**config.mk**
```make
export PLATFORM = sky130hd
export DESIGN_NAME = base64_stream_decoder
export DESIGN_NICKNAME = d
export VERILOG_FILES = /design/src/rtl/b64d_pkg.sv /design/src/rtl/b64d_front.sv /design/src/rtl/b64d_fifo.sv /design/src/rtl/b64d_back.sv /design/src/rtl/base64_stream_decoder.sv
export SDC_FILE = /design/constraint.sdc
export NUM_CORES = 1
export LEC_CHECK = 0
export ABC_AREA = 1
export BUFFER_PORTS_ARGS = -buffer_cell sky130_fd_sc_hd__buf_2
export CORE_MARGIN = 3
export CORE_UTILIZATION = 40
export DETAILED_ROUTE_END_ITERATION = 16
export PLACE_DENSITY = 0.6
export SLEW_MARGIN = 10
export SYNTH_ARGS = -nofsm -noshare
export SYNTH_HDL_FRONTEND = slang
export SYNTH_SLANG_ARGS = --single-unit
```
**constraint.sdc**
```tcl
create_clock -name clk -period 1.9 [get_ports clk]
set_input_delay 0.285 -clock clk [delete_from_list [all_inputs] [get_ports clk]]
set_output_delay 0.285 -clock clk [all_outputs]
set_load 0.03 [all_outputs]
```
**src/rtl/b64d_pkg.sv**
```systemverilog
`timescale 1ns / 1ps
// Shared types, character codes and the alphabet lookup of the Base64 stream decoder.
package b64d_pkg;

	// Character codes that bound the standard alphabet
	localparam logic [7:0] CHAR_UPPER_A = 8'h41;
	localparam logic [7:0] CHAR_UPPER_Z = 8'h5A;
	localparam logic [7:0] CHAR_LOWER_A = 8'h61;
	localparam logic [7:0] CHAR_LOWER_Z = 8'h7A;
	localparam logic [7:0] CHAR_DIGIT_0 = 8'h30;
	localparam logic [7:0] CHAR_DIGIT_9 = 8'h39;
	localparam logic [7:0] CHAR_PLUS    = 8'h2B;
	localparam logic [7:0] CHAR_SLASH   = 8'h2F;

	// Sextet offsets of each alphabet range
	localparam logic [5:0] SEXTET_LOWER = 6'd26;
	localparam logic [5:0] SEXTET_DIGIT = 6'd52;
	localparam logic [5:0] SEXTET_PLUS  = 6'd62;
	localparam logic [5:0] SEXTET_SLASH = 6'd63;

	// Pending bit counts between characters
	localparam logic [2:0] PEND_0 = 3'd0;
	localparam logic [2:0] PEND_2 = 3'd2;
	localparam logic [2:0] PEND_4 = 3'd4;
	localparam logic [2:0] PEND_6 = 3'd6;

	// One classified character as it travels from the front to the back
	typedef struct packed {
		logic [5:0] sextet;
		logic       bad;
		logic       last;
	} cls_t;

	function automatic cls_t classify(input logic [7:0] c, input logic last);
		cls_t r;
		r.sextet = '0;
		r.bad    = 1'b0;
		r.last   = last;
		if (c >= CHAR_UPPER_A && c <= CHAR_UPPER_Z) begin
			r.sextet = 6'(c - CHAR_UPPER_A);
		end else if (c >= CHAR_LOWER_A && c <= CHAR_LOWER_Z) begin
			r.sextet = 6'(c - CHAR_LOWER_A) + SEXTET_LOWER;
		end else if (c >= CHAR_DIGIT_0 && c <= CHAR_DIGIT_9) begin
			r.sextet = 6'(c - CHAR_DIGIT_0) + SEXTET_DIGIT;
		end else if (c == CHAR_PLUS) begin
			r.sextet = SEXTET_PLUS;
		end else if (c == CHAR_SLASH) begin
			r.sextet = SEXTET_SLASH;
		end else begin
			r.bad = 1'b1;
		end
		return r;
	endfunction

endpackage

```
**src/rtl/b64d_front.sv**
```systemverilog
`timescale 1ns / 1ps
// Front end: accepts characters and classifies them into sextets for the queue.
module b64d_front (
	input  logic [7:0]      text_char,
	input  logic            end_of_text,
	input  logic            in_valid,
	output logic            in_stall,
	input  logic            q_full,
	output logic            q_push,
	output b64d_pkg::cls_t  q_item
);
	import b64d_pkg::*;

	// Stall only while the queue has no room
	assign in_stall = q_full;
	assign q_push   = in_valid && !q_full;
	assign q_item   = classify(text_char, end_of_text);

endmodule

```
**src/rtl/b64d_fifo.sv**
```systemverilog
`timescale 1ns / 1ps
// Short queue of classified characters between the front and back ends.
module b64d_fifo #(
	parameter int DEPTH = 4
) (
	input  logic            clk,
	input  logic            arst_n,
	input  logic            push,
	input  b64d_pkg::cls_t  push_item,
	output logic            full,
	input  logic            pop,
	output b64d_pkg::cls_t  pop_item,
	output logic            empty
);
	import b64d_pkg::*;

	localparam int PW = (DEPTH > 1) ? $clog2(DEPTH) : 1;
	localparam int CW = $clog2(DEPTH + 1);
	localparam logic [PW-1:0] LAST_PTR  = PW'(DEPTH - 1);
	localparam logic [CW-1:0] DEPTH_CNT = CW'(DEPTH);

	cls_t          mem_q [DEPTH];
	logic [PW-1:0] wr_ptr_q;
	logic [PW-1:0] rd_ptr_q;
	logic [CW-1:0] count_q;

	assign full     = (count_q == DEPTH_CNT);
	assign empty    = (count_q == '0);
	assign pop_item = mem_q[rd_ptr_q];

	always_ff @(posedge clk) begin
		if (push) begin
			mem_q[wr_ptr_q] <= push_item;
		end
	end

	always_ff @(posedge clk or negedge arst_n) begin
		if (!arst_n) begin
			wr_ptr_q <= '0;
			rd_ptr_q <= '0;
			count_q  <= '0;
		end else begin
			if (push) begin
				wr_ptr_q <= (wr_ptr_q == LAST_PTR) ? '0 : wr_ptr_q + 1'b1;
			end
			if (pop) begin
				rd_ptr_q <= (rd_ptr_q == LAST_PTR) ? '0 : rd_ptr_q + 1'b1;
			end
			if (push && !pop) begin
				count_q <= count_q + 1'b1;
			end else if (pop && !push) begin
				count_q <= count_q - 1'b1;
			end
		end
	end

endmodule

```
**src/rtl/b64d_back.sv**
```systemverilog
`timescale 1ns / 1ps
// Back end: packs sextets into bytes and holds each result in an output register.
module b64d_back (
	input  logic            clk,
	input  logic            arst_n,
	input  logic            q_empty,
	input  b64d_pkg::cls_t  q_item,
	output logic            q_pop,
	output logic [7:0]      data_byte,
	output logic            byte_valid,
	output logic            text_done,
	output logic            out_valid,
	input  logic            out_stall
);
	import b64d_pkg::*;

	logic [5:0] acc_q;
	logic [2:0] pend_q;
	logic       halted_q;
	logic       valid_q;
	logic [7:0] byte_q;
	logic       got_q;
	logic       done_q;

	logic [5:0] acc_n;
	logic [2:0] pend_n;
	logic       halt_n;
	logic       got;
	logic [7:0] dec_byte;
	logic       emit;

	// Take the next character when the output register is free or being drained
	assign q_pop = !q_empty && (!valid_q || !out_stall);
	assign emit  = q_pop && (got || q_item.last);

	always_comb begin
		acc_n    = acc_q;
		pend_n   = pend_q;
		halt_n   = halted_q;
		got      = 1'b0;
		dec_byte = '0;
		if (!halted_q) begin
			if (q_item.bad) begin
				// drop pending bits and ignore the rest of the text
				halt_n = 1'b1;
				acc_n  = '0;
				pend_n = PEND_0;
			end else begin
				unique case (pend_q)
					PEND_2: begin
						got      = 1'b1;
						dec_byte = {acc_q[1:0], q_item.sextet};
						acc_n    = '0;
						pend_n   = PEND_0;
					end
					PEND_4: begin
						got      = 1'b1;
						dec_byte = {acc_q[3:0], q_item.sextet[5:2]};
						acc_n    = {4'b0, q_item.sextet[1:0]};
						pend_n   = PEND_2;
					end
					PEND_6: begin
						got      = 1'b1;
						dec_byte = {acc_q[5:0], q_item.sextet[5:4]};
						acc_n    = {2'b0, q_item.sextet[3:0]};
						pend_n   = PEND_4;
					end
					default: begin
						acc_n  = q_item.sextet;
						pend_n = PEND_6;
					end
				endcase
			end
		end
		if (q_item.last) begin
			// leftover bits are dropped and decoding starts afresh
			acc_n  = '0;
			pend_n = PEND_0;
			halt_n = 1'b0;
		end
	end

	always_ff @(posedge clk or negedge arst_n) begin
		if (!arst_n) begin
			acc_q    <= '0;
			pend_q   <= PEND_0;
			halted_q <= 1'b0;
			valid_q  <= 1'b0;
		end else begin
			if (q_pop) begin
				acc_q    <= acc_n;
				pend_q   <= pend_n;
				halted_q <= halt_n;
				valid_q  <= emit;
			end else if (!out_stall) begin
				valid_q <= 1'b0;
			end
		end
	end

	always_ff @(posedge clk) begin
		if (emit) begin
			byte_q <= dec_byte;
			got_q  <= got;
			done_q <= q_item.last;
		end
	end

	assign out_valid  = valid_q;
	assign data_byte  = byte_q;
	assign byte_valid = got_q;
	assign text_done  = done_q;

endmodule

```
**src/rtl/base64_stream_decoder.sv**
```systemverilog
`timescale 1ns / 1ps
// Top level of the Base64 stream decoder: front end, character queue and back end.
//
// Input channel: one ASCII character per transfer on text_char, with end_of_text
// marking the last character of the encoded text. A transfer happens on a rising
// edge where in_valid is high and in_stall is low.
// Output channel: data_byte, byte_valid and text_done, transferred on a rising
// edge where out_valid is high and out_stall is low. A character that completes a
// byte gives one result; the last character always gives one result with
// text_done set, and byte_valid then says whether it completed a byte.
// The first character outside the standard alphabet ('=' padding included) drops
// the pending bits and halts decoding until the end of the text.
// A character written into the queue is popped by the back end, which registers
// its result in the output register and raises out_valid. Throughput: one
// character per cycle while neither channel stalls, set by the combinational
// sextet lookup in the front end and the single pack step in the back end.
// When the receiver stalls, the output register holds its result, the queue
// fills, and in_stall rises once QUEUE_DEPTH characters are waiting.
// Reset (arst_n low) empties the queue, clears the accumulator, the pending count
// and the halt flag, and drops any result not yet transferred.
module base64_stream_decoder #(
	parameter int QUEUE_DEPTH = 4
) (
	input  logic       clk,
	input  logic       arst_n,
	input  logic [7:0] text_char,
	input  logic       end_of_text,
	input  logic       in_valid,
	output logic       in_stall,
	output logic [7:0] data_byte,
	output logic       byte_valid,
	output logic       text_done,
	output logic       out_valid,
	input  logic       out_stall
);
	import b64d_pkg::*;

	cls_t push_item;
	cls_t pop_item;
	logic push;
	logic pop;
	logic full;
	logic empty;

	// Classify each character on its way into the queue
	b64d_front u_front (
		.text_char   (text_char),
		.end_of_text (end_of_text),
		.in_valid    (in_valid),
		.in_stall    (in_stall),
		.q_full      (full),
		.q_push      (push),
		.q_item      (push_item)
	);

	// Decouple the two ends so each can stall on its own
	b64d_fifo #(
		.DEPTH (QUEUE_DEPTH)
	) u_fifo (
		.clk       (clk),
		.arst_n    (arst_n),
		.push      (push),
		.push_item (push_item),
		.full      (full),
		.pop       (pop),
		.pop_item  (pop_item),
		.empty     (empty)
	);

	// Pack sextets into bytes and hold results for the receiver
	b64d_back u_back (
		.clk        (clk),
		.arst_n     (arst_n),
		.q_empty    (empty),
		.q_item     (pop_item),
		.q_pop      (pop),
		.data_byte  (data_byte),
		.byte_valid (byte_valid),
		.text_done  (text_done),
		.out_valid  (out_valid),
		.out_stall  (out_stall)
	);

endmodule
```
# Yosys cells after proc, flatten, opt, wreduce, memory -nomap -nowiden
# Memory sizes are Yosys's and may differ from the RTL's.
# Cells that the tools add are included.
# word_totals
regBits	28
elab_cells	90
n_memories	1
input_bits	13
ram_bits	32
output_inout_bits	12
# classes
n_mux	33
magnitude_cmp	6
addsub	9
n_eq_ne	10
reduce_logical	21
# mem_list
name	depth	width	rd	rd_clocked_by_memory_dff	wr	line_no	text
u_fifo.mem_q	4	8	1	0	1	b64d_fifo.sv:22	cls_t mem_q [DEPTH];
# ops
op	count
2-to-1 mux 6 bit	8
one-hot mux 8 bit (3 select lines)	1
one-hot mux 6 bit (3 select lines)	1
equality test 8 x 6 -> 1 bit, second input constant	2
greater-or-equal comparator 8 x 7 -> 1 bit, second input constant	2
<= comparator 8 x 7 -> 1 bit, second input constant	2
2-to-1 mux 1 bit	15
2-to-1 mux 3 bit	5
subtractor 6 bit, second input constant	2
equality test 3 bit, second input constant	3
one-hot mux 3 bit (3 select lines)	1
greater-or-equal comparator 8 x 6 -> 1 bit, second input constant	1
<= comparator 8 x 6 -> 1 bit, second input constant	1
logical AND 1 bit	8
adder 6 x 5 -> 6 bit, second input constant	1
adder 6 bit, second input constant	1
zero test 1 bit	6
subtractor 6 x 1 -> 6 bit, second input constant	1
adder 2 x 1 -> 2 bit, second input constant	2
equality test 2 bit, second input constant	2
2-to-1 mux 2 bit	2
inequality test 2 x 1 -> 1 bit, second input constant	2
adder 3 x 1 -> 3 bit, second input constant	1
equality test 3 x 2 -> 1 bit, second input constant	1
7 further kinds	8

# Logic depth before layout (Yosys ltp)
# depth
ltp_word	8
mapped_depth	11
ltp_nobuf	10

# Cells and area by module
# From an unflattened synthesis, not the netlist that was laid out.
# hier_totals
cells_unflattened	427
area_unflattened_um2	3562.2
# modules_own_cells
module	seq_area_each_um2	area_per_inst_um2	n_inst	cells_each
b64d_fifo	1136.1	1702.9	1	144
b64d_back	550.5	1098.6	1	145
b64d_front	0.0	760.7	1	138

# Least setup slack after synthesis
# OpenSTA, ideal clock, no wires.
# synth_path
path_kind	reg2reg
startpoint	reg u_fifo.count_q[0]
endpoint	reg u_fifo.count_q[1]
arrival_time_ns	2.376
stages_incl_launch_ff	7
synth_period_minus_slack_ns	2.500
setup_time_ns	0.125
path_buffers	0
setup_slack_ns	-0.600
path_cell_list	dfrtp_1 -> nor3_1 -> nor2_1 -> ha_1 -> inv_1 -> fa_1 -> mux2_2
# synth_via
elab_chain_len	6
word_cells_on_any_way	15
classes_between	add/sub: 2; eq/ne: 1; mux: 2; reduce/logical: 10
# synth_rtl
element	line_no	text
start: declaration	b64d_fifo.sv:25	logic [CW-1:0] count_q;
start signal: assignment	b64d_fifo.sv:50	count_q <= count_q + 1'b1;
start signal: assignment	b64d_fifo.sv:52	count_q <= count_q - 1'b1;
equality test 3 bit (*)	b64d_fifo.sv:27	assign full = (count_q == DEPTH_CNT);
via in_stall	base64_stream_decoder.sv:29	output logic in_stall,
zero test 1 bit (*)	b64d_front.sv:16	assign q_push = in_valid && !q_full;
logical AND 1 bit (*)	b64d_front.sv:16	
via push	base64_stream_decoder.sv:40	logic push;
zero test 1 bit	b64d_fifo.sv:51	end else if (pop && !push) begin
logical AND 1 bit	b64d_fifo.sv:51	
nonzero test 2 bit (no source line)	-	
# Mark *: on every way through the listed nets, which the timed path passes. The rest lies on a longest branch. The select of a mux whose other input is x is not followed.
# A chain may end at the register's enable or synchronous reset.

# Worst setup path in the final report
# layout_path
startpoint	reg u_fifo.count_q[1]
endpoint	reg u_fifo.count_q[2]
# layout_via
elab_chain_len	6
word_cells_on_any_way	15
classes_between	add/sub: 2; eq/ne: 1; mux: 2; reduce/logical: 10
# layout_rtl
element
parallel branches: the longest is 6 deep, another holds subtractor 3 x 1 -> 3 bit
# Parallel ways; which one is timed is not known. The select of a mux whose other input is x is not followed.

==> run summary <==
The flow ran to the end, and the final reports show no timing, DRC or antenna violations. The placer's final routability congestion estimate came out at 0.920. The CTS H-tree depth came out at 3. No sink is reached through more buffers than the 2 on the longest clock path. The final instance area came out at 3960 um^2. From bottom edge to top edge, the die measures approximately 99 um. Measured against its own limit, the worst slew margin works out to 0.726. The worst setup timing slack at the placement stage came out at -0.00910 ns. The number of hold-slack violations in the final timing report is 0. The share of total power in combinational logic is 0.473. The growth of design area from synthesis to finish came out at 15.3%. The cell family contributing the most delay on the critical path is adder cells. 0 antenna diodes ended up in the layout. The number of warning messages in the yosys log is 0.

Summing over every cut layer, the via total after detailed routing is ~2.6k. The clock share of power came out at 0.163. The sequential group share of total power came out at 0.364.

The final antenna-violating net count came out at 0. The number of global-route vias before repair is approximately 2.5k. The wire length of the first global-routing pass is about 11,000 um.

The average wire per standard cell came out at 12.4 um. The initial utilization of the core area, before any placement, comes to 0.414. The total power is about 5.8 mW.

Of all nets on the critical path, the largest fanout is 4. After floorplanning, the core was divided into 33 placement rows. STA classifies the critical path startpoint as a register. The cell area after technology mapping came out at about 3400 um^2. The horizontal die dimension is between 90 and 100 um.

The max-slew violation count was 0. In this run the worst hold path is classified as input pin to register. For the pin with the worst max-slew slack, the measured transition is a little over 0.4 ns. The minimum setup slack in the final design came out at around 0.11 ns. For this run the aggregate overflow at the end of global routing stands at 0. Summed over all cells, the static leakage comes to between 1.5 and 2 nW. On the worst path, the slowest cell contributes a delay of approximately 0.44 ns.

The total nets after synthesis came out at approximately 420. The worst setup path is captured at a register. Counting stages on the worst path, the most repeated cell is nand2_1. The number of ports placed on the die boundary is 25. Yosys mapped the design onto 36 distinct sky130hd cell types. The fraction of final layout cells sized beyond drive strength 1 is 0.208. The highest attainable clock frequency came out at approximately 0.56 GHz.

TritonCTS built the clock tree. The die covers about 10000 um^2. The net count of the finished layout is ~470. The number of filler instances in the final layout came out at 830.

For this design, the slowest cell found on the critical path is dfrtp_2. The number of register bits inferred by synthesis came out at between 50 and 60. The most critical setup path has its startpoint at u_fifo.count_q[1]. The net switching power figure came out at approximately 2.4 mW. The number of instances in the synthesized netlist is 389. The pin count of the biggest net entering global routing is 18. STA puts the critical path data arrival time at 2.00 ns. Across the run, the number of max-cap violations was 0. Detailed placement ended at an HPWL of around 5200 um.

The switching share of total power is 0.417. After layout, the minimum clock period comes to approximately 1.8 ns. Before antenna repair, the detailed router went through 4 iterations. The number of buffers inserted during clock tree synthesis came out at 9.

For the worst-skew pair, the clock arrives at the later sink with an insertion delay of 0.33 ns. The core area is between 8000 and 9000 um^2. The clock-pin transition on the worst setup and hold timing paths is roughly 0.070 ns. The data required time of the worst path is about 2.1 ns. For this run, the share of the core covered by cells in the final layout is 0.477. The via density per instance is ~5.

The proportion of synthesized chip area in sequential cells came out at 0.491. The maximum clock skew at final layout is ~0.0095 ns. The count of routing violations after the opening detailed-route iteration came out at just under 100. In the global route stage, overall resource usage came out at 0.147. The routed wire length came out at 6740 um. Among all flip-flop cells after synthesis, the most frequent one is edfxtp_1. In this run the clock root is driven by a clkbuf_8. The critical path goes through nor2_2, nand2_1, nand2_1, ha_2, inv_2, fa_2, a21oi_2, o21ai_1, xor2_1. The cell-internal power came out at around 3.4 mW. The final cycle utilization of the critical path came out at 0.943. The share of flip-flops with an asynchronous set or reset is 0.288.

The startpoint of the tightest hold check path is end_of_text. The number of setup violations in the final report is 0. The count of unresolved DRC violations after routing came out at 0. Setup slack on the worst reg-to-reg path comes out at roughly 0.11 ns.

Buffers placed on the I/O ports in this run total 24. The initial antenna violation count is 0. The maximum vdd drop is between 0.0004 and 0.0005 V. The cell area after placement came out at 3760 um^2. The per-instance average area after synthesis is approximately 8.8 um^2. The sink count of the clock tree is ~60. The sum of buffers and inverters on the critical path came out at 1. The power density over cell area is roughly 1500 nW/um^2. Counting flops with a built-in enable in the synthesized netlist gives 42.

The setup path with the least slack is of type register to register. The launch point of the worst reg-to-reg path is u_fifo.count_q[1].
==> synth_stat cells (2+ instances only) <==
library cell / instances / area, um^2
a21oi_1: 7 / 35.0
buf_2: 3 / 15.0
buf_4: 2 / 15.0
buf_6: 4 / 45.0
clkbuf_1: 2 / 7.51
dfrtp_1: 17 / 425
edfxtp_1: 42 / 1260
ha_1: 19 / 238
inv_1: 37 / 139
inv_2: 3 / 11.3
nand2_1: 112 / 420
nand2_2: 9 / 56.3
nand3_1: 48 / 240
nand3_2: 3 / 30.0
nand3b_1: 5 / 37.5
nand4_1: 8 / 50.1
nor2_1: 27 / 101
nor3_1: 3 / 15.0
o21ai_0: 12 / 60.1
o21ai_2: 4 / 35.0
xor2_1: 7 / 61.3
==> worst paths after layout <==
| kind | endpoint | cells after the start |
|---|---|---|
| worst max-delay path | u_fifo.count_q[2] | 9 |
| worst min-delay path | u_fifo.mem_q[0][0] | 1 |
| worst max register to register | u_fifo.count_q[2] | 9 |
| worst min register to register | u_back.acc_q[5] | 2 |
| max in group asynchronous | u_fifo.count_q[0] | 2 |
| min in group asynchronous | u_back.acc_q[4] | 2 |
==> per-layer routing <==
layer | vias up | part of all wire | track usage
met2 | 56 | 0.47 | 0.231
met1 | 1205 | 0.46 | 0.192
met5 | - | 0 | 0
met4 | 0 | 0.026 | 0.0714
met3 | 15 | 0.043 | 0.0347
li1 | 1365 | - | -
==> state kept, by name (all words and copies together) (netlist names) <==
name               cells
u_back.acc_q           6
u_back.byte_valid      1
u_back.data_byte       8
u_back.halted_q        1
u_back.out_valid       1
u_back.pend_q          2
u_back.text_done       1
u_fifo.count_q         3
u_fifo.mem_q          32
u_fifo.rd_ptr_q        2
u_fifo.wr_ptr_q        2
==> cells in the final DEF, fill, tap and decap left out, types with 2 or more instances in the layout <==
cell	instances
a21oi_2	2
dfrtp_1	15
buf_4	18
clkinv_2	3
nand2_2	9
inv_1	35
edfxtp_1	42
nor3_4	2
o21ai_0	11
o21ai_1	2
nand3b_1	5
xor2_1	7
ha_1	18
nor2_1	25
a21oi_1	6
nand3_1	48
dfrtp_2	2
nand4_1	8
nor3_1	2
nor2_2	2
nand2_1	112
buf_2	24
inv_2	5
clkbuf_8	10
o21ai_2	4
nand3_2	3
clkbuf_1	3
==> repair_timing <==
action	CTS	global route
pin swaps	0	0
hold buffers	1	0
gates resized for setup	2	3
gates cloned	0	0
setup buffers	0	2
endpoints found under the setup margin	1	1
hold endpoints to repair	17	0
==> layout make-up <==
class                   instances  area [um^2]  area share
clock buffers                  13          149      0.0376
clock inverters                 3         15.0     0.00379
inverters                      43          171      0.0433
multi-input cells             275         1520       0.384
flip-flops and latches         59         1690       0.427
well taps                     105          131      0.0332
repair buffers                 44          285      0.0720
==> stage by stage <==
stage                      TNS [ns]  hold slack (ns)  std cells
after floorplan             -0.0261          -0.0106        389
after global placement            0            0.231        523
after detailed placement   -0.00910            0.233        523
after CTS                         0            0.155        540
after global routing      -0.000907            0.155        542
final                             0            0.173        542
==> cells by family (layout without fill, tap and decap cells) <==
logic type | Yosys count | in the layout | synth area share
compound gates | 27 | 27 | 0.0462
mux | 1 | 1 | 0.00328
simple gates | 219 | 219 | 0.289
xor+xnor | 8 | 8 | 0.0204
flops | 59 | 59 | 0.491
fa+ha+maj | 20 | 20 | 0.0750
buf+inv | 55 | 103 | 0.0754
==> power groups by stage <==
stage                     clock network, mW  registers [mW]  logic (mW)
after CTS                             0.977            2.11        2.71
final                                 0.941            2.11        2.73
after global routing                   1.04            2.15        3.05
after global placement                    0            2.12        2.66
after floorplan                           0            2.33        1.69
after detailed placement                  0            2.13        2.69
==> worst reg2reg max path, cell delays in order (launching register included) <==
cell and delay (ns):
dfrtp_2 0.44, nor2_2 0.11, nand2_1 0.05, nand2_1 0.08, ha_2 0.18, inv_2 0.05, fa_2 0.39, a21oi_2 0.14
o21ai_1 0.09, xor2_1 0.14
Power figures use the tool's default switching activity.
